`src/rtl/core/stas_pkg.sv`:
```
// Shared types and constants for the switch-triggered altitude sequencer.
// No dependencies; every other file in rtl/core uses it by scoped names.
package stas_pkg;

  // Sequencer phases
  localparam logic [1:0] PH_IDLE    = 2'd0;
  localparam logic [1:0] PH_ASCEND  = 2'd1;
  localparam logic [1:0] PH_HOLD    = 2'd2;
  localparam logic [1:0] PH_DESCEND = 2'd3;

  // Configuration register indexes
  localparam logic [1:0] CFG_ENABLE  = 2'd0;
  localparam logic [1:0] CFG_CHANNEL = 2'd1;
  localparam logic [1:0] CFG_CLIMB   = 2'd2;

  // Switch channel codes
  localparam logic [3:0] CH_AUX1     = 4'd5;
  localparam logic [3:0] CH_AUX2     = 4'd6;
  localparam logic [3:0] CH_AUX2_ALT = 4'd7;
  localparam logic [3:0] CH_AUX3     = 4'd8;
  localparam logic [3:0] CH_AUX4     = 4'd9;
  localparam logic [3:0] CH_AUX5     = 4'd10;
  localparam logic [3:0] CH_AUX6     = 4'd11;

  // Switch thresholds in Q1.15 (+0.5 / -0.5)
  localparam logic signed [15:0] AUX_HIGH_RAW = 16'sd16384;
  localparam logic signed [15:0] AUX_LOW_RAW  = -16'sd16384;

  // Arrival window and altitude floor, at the 25-bit difference width
  localparam logic signed [24:0] ARRIVE_TOL_MM = 25'sd300;
  localparam logic signed [24:0] ALT_MIN       = -25'sd8388608;

  localparam int unsigned IN_DATA_W  = 128;
  localparam int unsigned OUT_DATA_W = 32;

  typedef struct packed {
    logic               stick_valid;
    logic               is_armed;
    logic               nav_offboard;
    logic               altitude_valid;
    logic signed [23:0] altitude_mm;
    logic signed [15:0] aux_one;
    logic signed [15:0] aux_two;
    logic signed [15:0] aux_three;
    logic signed [15:0] aux_four;
    logic signed [15:0] aux_five;
    logic signed [15:0] aux_six;
  } item_t;

  typedef struct packed {
    logic hi;
    logic lo;
  } sw_t;

  typedef struct packed {
    logic [1:0]         phase;
    logic signed [23:0] home_altitude;
    logic signed [23:0] target_altitude;
    logic               armed_before;
    logic               offboard_before;
    logic               high_before;
    logic               low_before;
  } state_t;

  typedef struct packed {
    logic               setpoint_active;
    logic signed [23:0] target_altitude_mm;
    logic               request_offboard;
    logic [1:0]         mode;
  } res_t;

endpackage

```
`src/rtl/core/stas_aux_sel.sv`:
```
// Switch channel select and threshold compare.
// Depends on stas_pkg.
module stas_aux_sel (
  input  logic [3:0]     channel,
  input  stas_pkg::item_t item,
  output stas_pkg::sw_t  sw
);

  logic signed [15:0] aux;

  always_comb begin
    unique case (channel) inside
      stas_pkg::CH_AUX1: aux = item.aux_one;
      stas_pkg::CH_AUX2, stas_pkg::CH_AUX2_ALT: aux = item.aux_two;
      stas_pkg::CH_AUX3: aux = item.aux_three;
      stas_pkg::CH_AUX4: aux = item.aux_four;
      stas_pkg::CH_AUX5: aux = item.aux_five;
      stas_pkg::CH_AUX6: aux = item.aux_six;
      default: aux = item.aux_two;
    endcase
  end

  assign sw.hi = (aux > stas_pkg::AUX_HIGH_RAW);
  assign sw.lo = (aux < stas_pkg::AUX_LOW_RAW);

endmodule

```
`src/rtl/core/stas_step.sv`:
```
// Next-state and result logic for one control tick.
// Depends on stas_pkg; fed by stas_aux_sel.
module stas_step (
  input  logic             enable,
  input  logic [15:0]      climb_delta_mm,
  input  stas_pkg::item_t  item,
  input  stas_pkg::sw_t    sw,
  input  stas_pkg::state_t st,
  output stas_pkg::state_t nxt,
  output stas_pkg::res_t   res
);

  logic signed [24:0] z_ext;
  logic signed [24:0] climb;
  logic signed [24:0] diff;
  logic               arrived;
  logic               rising;
  logic               falling;
  logic               active;

  assign z_ext   = {item.altitude_mm[23], item.altitude_mm};
  assign climb   = z_ext - $signed({9'd0, climb_delta_mm});
  assign diff    = z_ext - {st.target_altitude[23], st.target_altitude};
  assign arrived = (diff > -stas_pkg::ARRIVE_TOL_MM) && (diff < stas_pkg::ARRIVE_TOL_MM);
  assign rising  = sw.hi && !st.high_before;
  assign falling = sw.lo && !st.low_before;

  always_comb begin
    nxt    = st;
    active = 1'b0;
    if (enable && item.stick_valid) begin
      // drop back to idle on a disarm edge
      if (!item.is_armed && st.armed_before) begin
        nxt.phase           = stas_pkg::PH_IDLE;
        nxt.home_altitude   = '0;
        nxt.target_altitude = '0;
      end
      nxt.armed_before = item.is_armed;
      if (item.is_armed) begin
        nxt.offboard_before = item.nav_offboard;
        if (st.phase != stas_pkg::PH_IDLE && !item.nav_offboard && st.offboard_before) begin
          nxt.phase           = stas_pkg::PH_IDLE;
          nxt.home_altitude   = '0;
          nxt.target_altitude = '0;
        end else if (item.altitude_valid) begin
          nxt.high_before = sw.hi;
          nxt.low_before  = sw.lo;
          unique case (st.phase)
            stas_pkg::PH_IDLE: begin
              if (rising) begin
                nxt.home_altitude   = item.altitude_mm;
                nxt.target_altitude = (climb < stas_pkg::ALT_MIN) ?
                                      stas_pkg::ALT_MIN[23:0] : climb[23:0];
                nxt.phase           = stas_pkg::PH_ASCEND;
              end
            end
            stas_pkg::PH_ASCEND: begin
              if (arrived) begin
                nxt.phase = stas_pkg::PH_HOLD;
              end
            end
            stas_pkg::PH_HOLD: begin
              if (falling) begin
                nxt.target_altitude = st.home_altitude;
                nxt.phase           = stas_pkg::PH_DESCEND;
              end
            end
            default: begin
              if (arrived) begin
                nxt.phase           = stas_pkg::PH_IDLE;
                nxt.home_altitude   = '0;
                nxt.target_altitude = '0;
              end
            end
          endcase
          active = (nxt.phase != stas_pkg::PH_IDLE);
        end
      end
    end
  end

  assign res.setpoint_active    = active;
  assign res.target_altitude_mm = active ? nxt.target_altitude : '0;
  assign res.request_offboard   = active && !item.nav_offboard;
  assign res.mode               = nxt.phase;

endmodule

```
`src/rtl/core/switch_triggered_altitude_sequencer.sv`:
```
// Top level of the switch-triggered altitude sequencer: ports, registers, assertions.
// Depends on stas_pkg, stas_aux_sel and stas_step.
//
// Usage:
//   One control tick enters as one transfer on the in_ stream channel and
//   yields exactly one result transfer on the out_ channel, in order.
//   A tick lands in an input register, the sequencer state and the result
//   are computed in one pass of shallow logic (channel mux, one 25-bit
//   subtract for the climb target, one for the arrival window), and the
//   result lands in the output register.
//   Throughput: 1 tick per cycle while out_tready is high; the state
//   update is a single registered pass, so each tick sees the state left
//   by the one before it.
//   Stall: when out_tready is low the output register holds its result and
//   the input register holds the next tick; in_tready drops only when both
//   are full, so up to two ticks are buffered.
//   Configuration: cfg_ other channel is always ready; index 0 enable,
//   1 switch_channel, 2 climb_delta_mm; other indexes are ignored. Write it
//   only while no tick is in flight.
//   Reset (rst_n low, synchronous): pipeline emptied, sequencer idle with
//   home and target zero, edge history cleared, enable 1, channel 6,
//   climb delta 1000 mm.
module switch_triggered_altitude_sequencer (
  input  logic                              clk,
  input  logic                              rst_n,
  // in_tdata: stick_valid[0], is_armed[1], nav_offboard[2], altitude_valid[3],
  //   altitude_mm[27:4], aux_one[43:28], aux_two[59:44], aux_three[75:60],
  //   aux_four[91:76], aux_five[107:92], aux_six[123:108], zero [127:124]
  input  logic                              in_tvalid,
  output logic                              in_tready,
  input  logic [stas_pkg::IN_DATA_W-1:0]    in_tdata,
  // out_tdata: setpoint_active[0], target_altitude_mm[24:1],
  //   request_offboard[25], mode[27:26], zero [31:28]
  output logic                              out_tvalid,
  input  logic                              out_tready,
  output logic [stas_pkg::OUT_DATA_W-1:0]   out_tdata,
  input  logic                              cfg_valid,
  output logic                              cfg_ready,
  input  logic [1:0]                        cfg_index,
  input  logic [15:0]                       cfg_data
);

  // configuration registers
  logic        enable_r;
  logic [3:0]  channel_r;
  logic [15:0] climb_r;

  // input register
  logic            in_valid_r;
  stas_pkg::item_t item_r;
  stas_pkg::item_t item_in;

  // sequencer state
  stas_pkg::state_t state_r;
  stas_pkg::state_t state_nxt;

  // output register
  logic           out_valid_r;
  stas_pkg::res_t res_r;
  stas_pkg::res_t res_nxt;

  stas_pkg::sw_t sw;
  logic          advance;
  logic          in_xfer;

  assign cfg_ready = 1'b1;

  always_ff @(posedge clk) begin
    if (!rst_n) begin
      enable_r  <= 1'b1;
      channel_r <= stas_pkg::CH_AUX2;
      climb_r   <= 16'd1000;
    end else if (cfg_valid && cfg_ready) begin
      case (cfg_index)
        stas_pkg::CFG_ENABLE:  enable_r  <= cfg_data[0];
        stas_pkg::CFG_CHANNEL: channel_r <= cfg_data[3:0];
        stas_pkg::CFG_CLIMB:   climb_r   <= cfg_data;
        default: ;
      endcase
    end
  end

  // unpack the input transfer
  assign item_in.stick_valid    = in_tdata[0];
  assign item_in.is_armed       = in_tdata[1];
  assign item_in.nav_offboard   = in_tdata[2];
  assign item_in.altitude_valid = in_tdata[3];
  assign item_in.altitude_mm    = in_tdata[27:4];
  assign item_in.aux_one        = in_tdata[43:28];
  assign item_in.aux_two        = in_tdata[59:44];
  assign item_in.aux_three      = in_tdata[75:60];
  assign item_in.aux_four       = in_tdata[91:76];
  assign item_in.aux_five       = in_tdata[107:92];
  assign item_in.aux_six        = in_tdata[123:108];

  // advance the tick into the output register when that register is free or being read out
  assign advance   = in_valid_r && (!out_valid_r || out_tready);
  assign in_tready = !in_valid_r || advance;
  assign in_xfer   = in_tvalid && in_tready;

  always_ff @(posedge clk) begin
    if (!rst_n) begin
      in_valid_r <= 1'b0;
    end else if (in_xfer) begin
      in_valid_r <= 1'b1;
    end else if (advance) begin
      in_valid_r <= 1'b0;
    end
  end

  always_ff @(posedge clk) begin
    if (in_xfer) begin
      item_r <= item_in;
    end
  end

  stas_aux_sel u_aux_sel (
    .channel (channel_r),
    .item    (item_r),
    .sw      (sw)
  );

  stas_step u_step (
    .enable         (enable_r),
    .climb_delta_mm (climb_r),
    .item           (item_r),
    .sw             (sw),
    .st             (state_r),
    .nxt            (state_nxt),
    .res            (res_nxt)
  );

  // commit state only as the tick's result is taken into the output register
  always_ff @(posedge clk) begin
    if (!rst_n) begin
      state_r <= '{phase: stas_pkg::PH_IDLE, default: '0};
    end else if (advance) begin
      state_r <= state_nxt;
    end
  end

  always_ff @(posedge clk) begin
    if (!rst_n) begin
      out_valid_r <= 1'b0;
    end else if (advance) begin
      out_valid_r <= 1'b1;
    end else if (out_tready) begin
      out_valid_r <= 1'b0;
    end
  end

  always_ff @(posedge clk) begin
    if (advance) begin
      res_r <= res_nxt;
    end
  end

  assign out_tvalid = out_valid_r;
  assign out_tdata  = {4'd0, res_r.mode, res_r.request_offboard,
                       res_r.target_altitude_mm, res_r.setpoint_active};

`ifndef ASSERT_OFF
  // idle always carries a zeroed home and target
  a_idle_zero: assert property (@(posedge clk) disable iff (!rst_n)
    (state_r.phase == stas_pkg::PH_IDLE) |->
      (state_r.home_altitude == '0 && state_r.target_altitude == '0))
    else $error("idle phase with nonzero home or target");

  // idle can only move to ascending
  a_idle_exit: assert property (@(posedge clk) disable iff (!rst_n)
    (state_r.phase == stas_pkg::PH_IDLE) |=>
      (state_r.phase == stas_pkg::PH_IDLE || state_r.phase == stas_pkg::PH_ASCEND))
    else $error("idle left to a phase other than ascending");

  // a disabled sequencer freezes its state
  a_disabled_hold: assert property (@(posedge clk) disable iff (!rst_n)
    (advance && !enable_r) |=> $stable(state_r))
    else $error("state changed while disabled");

  // an issued setpoint always comes with a non-idle mode
  a_active_mode: assert property (@(posedge clk) disable iff (!rst_n)
    (out_valid_r && res_r.setpoint_active) |-> (res_r.mode != stas_pkg::PH_IDLE))
    else $error("setpoint issued in idle mode");
`endif

endmodule

```
`config.mk`:
```
export PLATFORM = sky130hd
export DESIGN_NAME = switch_triggered_altitude_sequencer
export DESIGN_NICKNAME = d
export VERILOG_FILES = /design/src/rtl/core/stas_pkg.sv /design/src/rtl/core/stas_aux_sel.sv /design/src/rtl/core/stas_step.sv /design/src/rtl/core/switch_triggered_altitude_sequencer.sv
export SDC_FILE = /design/constraint.sdc
export NUM_CORES = 1
export LEC_CHECK = 0
export BUFFER_PORTS_ARGS = -buffer_cell sky130_fd_sc_hd__buf_2
export CAP_MARGIN = 5
export CORE_ASPECT_RATIO = 1.1
export CORE_MARGIN = 1
export CORE_UTILIZATION = 43
export DETAILED_ROUTE_END_ITERATION = 10
export PLACE_DENSITY_LB_ADDON = 0.1
export SLEW_MARGIN = 0
export SYNTH_ARGS = -nofsm -noshare
export SYNTH_HDL_FRONTEND = slang
export SYNTH_SLANG_ARGS = --single-unit
```
`constraint.sdc`:
```
create_clock -name clk -period 5.41 [get_ports clk]
set_clock_uncertainty 0.05 [all_clocks]
set_input_delay 0.2705 -clock clk [delete_from_list [all_inputs] [get_ports clk]]
set_output_delay 0.2705 -clock clk [all_outputs]
set_load 0.02 [all_outputs]
```
==> flow_summary.json, run 1 <==
{
  "drc": 0,
  "r2r_slack_ns": 0.75,
  "synth_cells": 1176,
  "wl_per_cell_um": 18.8,
  "grt_overflow": 0,
  "n_fill_cell": 2351,
  "hold_ws_ns": 0.0444,
  "syn_area_per_cell_um2": 10.2,
  "cts_setup_buffers": 0,
  "yosys-top-cells-area": "edfxtp_1 (38%), dfxtp_1 (13%), ha_1 (4.6%)",
  "critPathLaunchType": "flop",
  "maxSlewViolCount": 0,
  "synth_common_cells": "edfxtp_1 (152), nand2_1 (121), a21oi_1 (83)",
  "critical-path-slowest-cell": "a2111oi_0",
  "worstSetupEndpointType": "flop",
  "insertion_delay_ns": 0.54,
  "netlist.area_leader.share": 0.379,
  "drive_gt1_frac": 0.169,
  "antenna_left": 0,
  "async_flop_share": 0,
  "core_area_um2": 27200,
  "endpoint": "out_tdata[19]$_SDFFCE_PN0P_",
  "avgViaCountPerCell": 5.58,
  "critPathLaunch": "item_r[97]$_DFFE_PP_",
  "root_buffer": "clkbuf_16",
  "fin_ws_ns": 0.755,
  "period_share": 0.860,
  "n_antenna_cell": 0,
  "finalSetupViolCount": 0,
  "fin_util": 0.571,
  "port-buffer-count": 176,
  "worstSetupPathType": "flop to flop",
  "antenna_found_initial": 0,
  "path_max_fanout": 12,
  "max_stage_delay_ns": 0.70,
  "maxCapViolCount": 0,
  "fmax_mhz": 215,
  "hold_path_class": "input pin to flop",
  "slew_headroom": 0.361,
  "worst_pin_slew_ns": 0.959,
  "grt_pass1_wl_um": 54800,
  "hold_violations": 0,
  "yosysMostFrequentCell": "edfxtp_1",
  "yosysSeqAreaShare": 0.507,
  "crit-reg2reg-launch": "item_r[97]$_DFFE_PP_",
  "p_leak_nw": 5.80,
  "fin_setup_tns_ns": 0,
  "die_w_um": 162,
  "yosys_warnings": 0,
  "vdd_drop_max_v": 0.000326,
  "syn_area_um2": 12000,
  "path_cells": "ha_1 > nor2b_1 > o221ai_1 > a2111oi_0 > a211oi_1 > o211ai_1 > nor3b_2 > nand3_1 > o22ai_1 > buf_4 > o211ai_2 > a221oi_1 > a21oi_1",
  "clkSlewWorstSetupHoldPaths_ns": 0.06,
  "dp_slack_ns": 0.897,
  "place_congestion": 0.889,
  "grt_usage": 0.243,
  "dieArea_um2": 28700,
  "outcome": "complete, no violations",
  "ys.flop_type": "edfxtp_1",
  "dr.pass1.iters": 8,
  "synth-edff-count": 152,
  "p_per_area_nw_per_um2": 289,
  "cts_tree": "done",
  "start_util": 0.443,
  "synth-seq-cells": 229,
  "first_global_vias": 10400,
  "rsz0062_at_grt": "false",
  "cts_max_level": 1,
  "cts.sinks": 229,
  "grt_max_degree": 72,
  "arrival_ns": 4.86,
  "drtIter0Drc": 906,
  "yosysTopAreaCell": "edfxtp_1",
  "num_rows": 63,
  "drt-total-wl_um": 35000,
  "numCtsBuffers": 27,
  "die_h_um": 177,
  "ff2ff_path_depth": 13,
  "reg2reg_to": "out_tdata[19]$_SDFFCE_PN0P_",
  "vias": 10400,
  "final_nets": 1677,
  "period_needed_ns": 4.66,
  "area.growth.synth_to_final_pct": 29.1,
  "cp.required_ns": 5.62,
  "synth_cell_type_count": 83,
  "clockBufferDepth": 3,
  "io_pins": 186,
  "dpl.hpwl_um": 24100
}
-- kinds of logic after synthesis --
| kind of cell | Yosys count | synth area share |
|---|---|---|
| flops | 229 | 0.507 |
| mux | 14 | 0.0118 |
| other cells | 2 | 0.000624 |
| xor+xnor | 29 | 0.0211 |
| buf+inv | 117 | 0.0413 |
| compound gates | 375 | 0.217 |
| simple gates | 364 | 0.152 |
| fa+ha+maj | 46 | 0.0491 |
-- worst max-delay path, delay by kind of cell (launching register included) --
kind	cells	cell delay [ns]
simple gates	3	0.78
buf+inv	1	0.22
fa+ha+maj	1	0.32
flops	1	0.49
compound gates	8	2.49
-- state kept, by name (all words and copies together) (netlist names) --
signal / flops
out_tdata: 28
state_r: 54
out_tvalid: 1
channel_r: 4
item_r: 124
in_valid_r: 1
climb_r: 16
enable_r: 1
-- layout make-up --
class,count,area [µm²],share of cell area
Sequential cell,229,6110,0.393
Timing Repair Buffer,330,2400,0.155
Clock inverter,16,199,0.0128
Tap cell,357,447,0.0287
Inverter,59,221,0.0143
Multi-Input combinational cell,833,5460,0.351
Clock buffer,34,702,0.0452
-- worst min-delay path by stage --
stage                     slack (ns)                      end  cells past startpoint          start
after floorplan                 0.32      item_r[0]$_DFFE_PP_                      0  in_tdata[108]
after global placement          0.40      item_r[2]$_DFFE_PP_                      1  in_tdata[110]
after detailed placement        0.40     item_r[16]$_DFFE_PP_                      1   in_tdata[92]
after CTS                       0.03    enable_r$_SDFFE_PN1P_                      4   cfg_index[0]
after global routing            0.05  out_tvalid$_SDFFE_PN0P_                      3     out_tready
final                           0.04    enable_r$_SDFFE_PN1P_                      4   cfg_index[0]
-- metal layers --
| layer | global-route usage | wire length (µm) |
|---|---|---|
| met5 | 0 | 0 |
| met4 | 0.0904 | 1160 |
| met3 | 0.0416 | 2240 |
| met2 | 0.423 | 17000 |
| met1 | 0.301 | 14600 |
-- cells in the final DEF (no fill, tap or decap), types with 20 or more instances in the layout --
master         Yosys  final
a22oi_1           27     27
a21oi_1           83     83
ha_1              44     44
dlygate4sd3_1      0    141
o21ai_0           68     68
edfxtp_1         152    152
dfxtp_1           77     77
a21boi_0          21     21
nor2b_1           43     43
nor3_1            21     21
nand2_1          121    121
clkbuf_16          0     27
nand3_1           23     23
nor2_1            64     64
nor4_1            20     20
inv_1             58     58
buf_2             12    176
-- metrics by stage --
stage / power, mW / area (µm²) / instances
after CTS: 4.50 / 15500 / 1858
after detailed placement: 2.58 / 13200 / 1667
after floorplan: 2.39 / 12000 / 1179
final: 4.49 / 15500 / 1858
after global placement: 2.58 / 13200 / 1667
after global routing: 4.64 / 15500 / 1858
-- power by group --
| group | leakage, nW | switching [mW] | total [mW] | internal, mW |
|---|---|---|---|---|
| logic | 3.25 | 0.363 | 0.641 | 0.278 |
| clock network | 0.430 | 0.731 | 1.85 | 1.12 |
| registers | 2.12 | 0.0488 | 2.00 | 1.95 |
-- timing repair --
action / 4_1_cts / 5_1_grt
endpoints found under the setup margin: 0 / 0
hold buffers: 141 / 0
hold endpoints to repair: 146 / 0
resized for setup: 0 / 0
(Power assumes the default switching activity.)
==> run 2: changes to the inputs <==
- ABC_AREA: unset -> 1
==> flow_summary.json, run 2 <==
{
  "outcome": "complete, no violations",
  "grt_overflow": 0,
  "yosys_warnings": 0,
  "worst-path-buf-inv": 5,
  "cts-hold-fix-buffers": 145,
  "drc": 0,
  "maxSlewViolCount": 0,
  "path_max_fanout": 21,
  "start_util": 0.439,
  "path_delay_family": "simple AND/OR/NAND/NOR gates",
  "clockBufferDepth": 3,
  "synth-seq-cells": 229,
  "synth_cells": 2093,
  "rsz0062_at_grt": "false",
  "n_antenna_cell": 0,
  "cts_tree": "done",
  "worstSetupEndpointType": "flop",
  "final_nets": 2569,
  "root_buffer": "clkbuf_16",
  "core_area_um2": 34300,
  "cp.required_ns": 5.67,
  "max_stage_delay_ns": 0.44,
  "dr.pass1.iters": 5,
  "antenna_found_initial": 0,
  "critical-path-slowest-cell": "fa_1",
  "hold_path_class": "input pin to flop",
  "final_common_cell": "nand2_1",
  "p_leak_nw": 8.17,
  "ys.flop_type": "edfxtp_1",
  "drtIter0Drc": 971,
  "fmax_mhz": 252,
  "regMostFlops": "item_r",
  "die_h_um": 198,
  "hold_violations": 0,
  "top_layer_used": "met4",
  "vias": 15000,
  "critPathLaunchType": "flop",
  "dpl.hpwl_um": 34700,
  "cp_common_cell": "nand2_1",
  "cts_setup_buffers": 0,
  "insertion_delay_ns": 0.57,
  "avgViaCountPerCell": 5.29,
  "place_congestion": 0.960,
  "fin_setup_tns_ns": 0,
  "syn_area_um2": 15000,
  "final_cell_mix": "nand2_1 (504), inv_1 (305), a21oi_1 (269)",
  "async_flop_share": 0,
  "dieArea_um2": 35700,
  "worst_pin_slew_ns": 1.18,
  "vdd_drop_max_v": 0.000243,
  "wl_met1_um": 20800,
  "die_w_um": 180,
  "place_area_um2": 16200,
  "antenna_left": 0,
  "first_global_vias": 14000,
  "p_per_area_nw_per_um2": 256,
  "reg2reg_to": "out_tdata[21]$_SDFFCE_PN0P_",
  "critPathLaunch": "item_r[96]$_DFFE_PP_",
  "wl_per_cell_um": 17.6,
  "numCtsBuffers": 26,
  "endpoint": "out_tdata[21]$_SDFFCE_PN0P_",
  "cts_max_level": 1,
  "crit-reg2reg-launch": "item_r[96]$_DFFE_PP_",
  "period_share": 0.735,
  "period_needed_ns": 3.97,
  "arrival_ns": 4.24,
  "dr_wl_met2_um": 23300,
  "slew_headroom": 0.211,
  "ff2ff_path_depth": 24,
  "finish.instance_area_um2": 18500,
  "synth_cell_type_count": 50,
  "netlist.area_leader.share": 0.303,
  "yosysMostFrequentCell": "nand2_1",
  "path_cells": "inv_1 > ha_1 > fa_1 > inv_1 > nand3_1 > nand2_2 > nand2_1 > nand2_2 > nand2_2 > nand2_2 > nand2_1 > nand2_1 > nand2_1 > nor2_2 > nand3_1 > nor2_1 > nand3_2 > nand3_1 > nand2_1 > inv_1 > a21oi_4 > inv_2 > buf_4 > a21oi_2",
  "yosys-top-cells-area": "edfxtp_1 (30%), nand2_1 (13%), dfxtp_1 (10%)",
  "drive_gt1_frac": 0.128,
  "area.growth.synth_to_final_pct": 22.9,
  "drt-total-wl_um": 49800,
  "grt_max_degree": 56,
  "power_mw": 4.73,
  "maxCapViolCount": 0,
  "synth_common_cells": "nand2_1 (504), inv_1 (307), a21oi_1 (269)",
  "n_fill_cell": 3248,
  "clkSlewWorstSetupHoldPaths_ns": 0.06,
  "synth-edff-count": 152,
  "worstSetupPathType": "flop to flop",
  "grt_usage": 0.277,
  "r2r_slack_ns": 1.44,
  "finalSetupViolCount": 0,
  "cts.sinks": 229,
  "hold_path_depth": 4,
  "io_pins": 186,
  "largest_reg_flops": 124,
  "worst-path-stages": 24,
  "num_rows": 71,
  "yosysTopAreaCell": "edfxtp_1",
  "yosysSeqAreaShare": 0.406,
  "ctsResizeCount": 0,
  "grt_pass1_wl_um": 77200,
  "port-buffer-count": 176,
  "wl_met3_um": 3400,
  "syn_area_per_cell_um2": 7.19
}
run 2: worst reg2reg max path, stage by stage (launching register included):
cell and delay, ns:
edfxtp_1 0.32, inv_1 0.11, ha_1 0.26, fa_1 0.44
inv_1 0.13, nand3_1 0.09, nand2_2 0.09, nand2_1 0.08
nand2_2 0.11, nand2_2 0.08, nand2_2 0.08, nand2_1 0.05
nand2_1 0.05, nand2_1 0.05, nor2_2 0.09, nand3_1 0.09
nor2_1 0.17, nand3_2 0.23, nand3_1 0.16, nand2_1 0.07
inv_1 0.10, a21oi_4 0.08, inv_2 0.43, buf_4 0.27
a21oi_2 0.04
run 2: how the worst min path moves through the flow:
| stage | from | endpoint |
|---|---|---|
| 6_report | cfg_index[0] | channel_r[1]$_SDFFE_PN1P_ |
| 5_1_grt | cfg_index[0] | channel_r[1]$_SDFFE_PN1P_ |
| 4_1_cts | cfg_index[0] | channel_r[1]$_SDFFE_PN1P_ |
| 3_5_place_dp | in_tdata[87] | item_r[43]$_DFFE_PP_ |
| 3_3_place_gp | in_tdata[77] | item_r[33]$_DFFE_PP_ |
| 2_1_floorplan | in_tdata[108] | item_r[0]$_DFFE_PP_ |
run 2: final cells by class:
class,count,area (µm²),share of cell area
Timing Repair Buffer,340,2470,0.134
Tap cell,438,548,0.0297
Multi-Input combinational cell,1457,7350,0.398
Inverter,318,1200,0.0647
Sequential cell,229,6110,0.330
Clock buffer,30,666,0.0360
Clock inverter,18,143,0.00772
run 2: kinds of logic after synthesis:
family,count (synthesis),synth area share
xor gates and xnor gates,16,0.00932
adders and majority gates,46,0.0393
AOI/OAI and AO/OA,535,0.198
buffers and inverters,410,0.107
DFF,229,0.406
and+or+nand+nor,855,0.241
other,2,0.000499
run 2: layer usage:
| layer | vias up | GRT usage |
|---|---|---|
| met3 | 108 | 0.0394 |
| met2 | 578 | 0.480 |
| met1 | 6804 | 0.340 |
| met5 | - | 0 |
| met4 | 0 | 0.131 |
| li1 | 7487 | - |
run 2: stage by stage:
step	utilization	setup slack [ns]	cells	hold slack (ns)
2_1_floorplan	-	1.73	2096	0.319
3_3_place_gp	0.473	1.44	2637	0.397
3_5_place_dp	0.473	1.41	2637	0.399
4_1_cts	0.539	1.41	2830	0.138
5_1_grt	0.539	1.07	2830	0.179
6_report	0.539	1.44	2830	0.156
run 2: where the power goes:
| part | total [mW] | internal [mW] | switching [mW] | leakage, nW |
|---|---|---|---|---|
| Sequential | 2.03 | 1.97 | 0.0604 | 2.10 |
| Clock | 1.69 | 0.937 | 0.753 | 0.385 |
| Combinational | 1.01 | 0.371 | 0.641 | 5.69 |
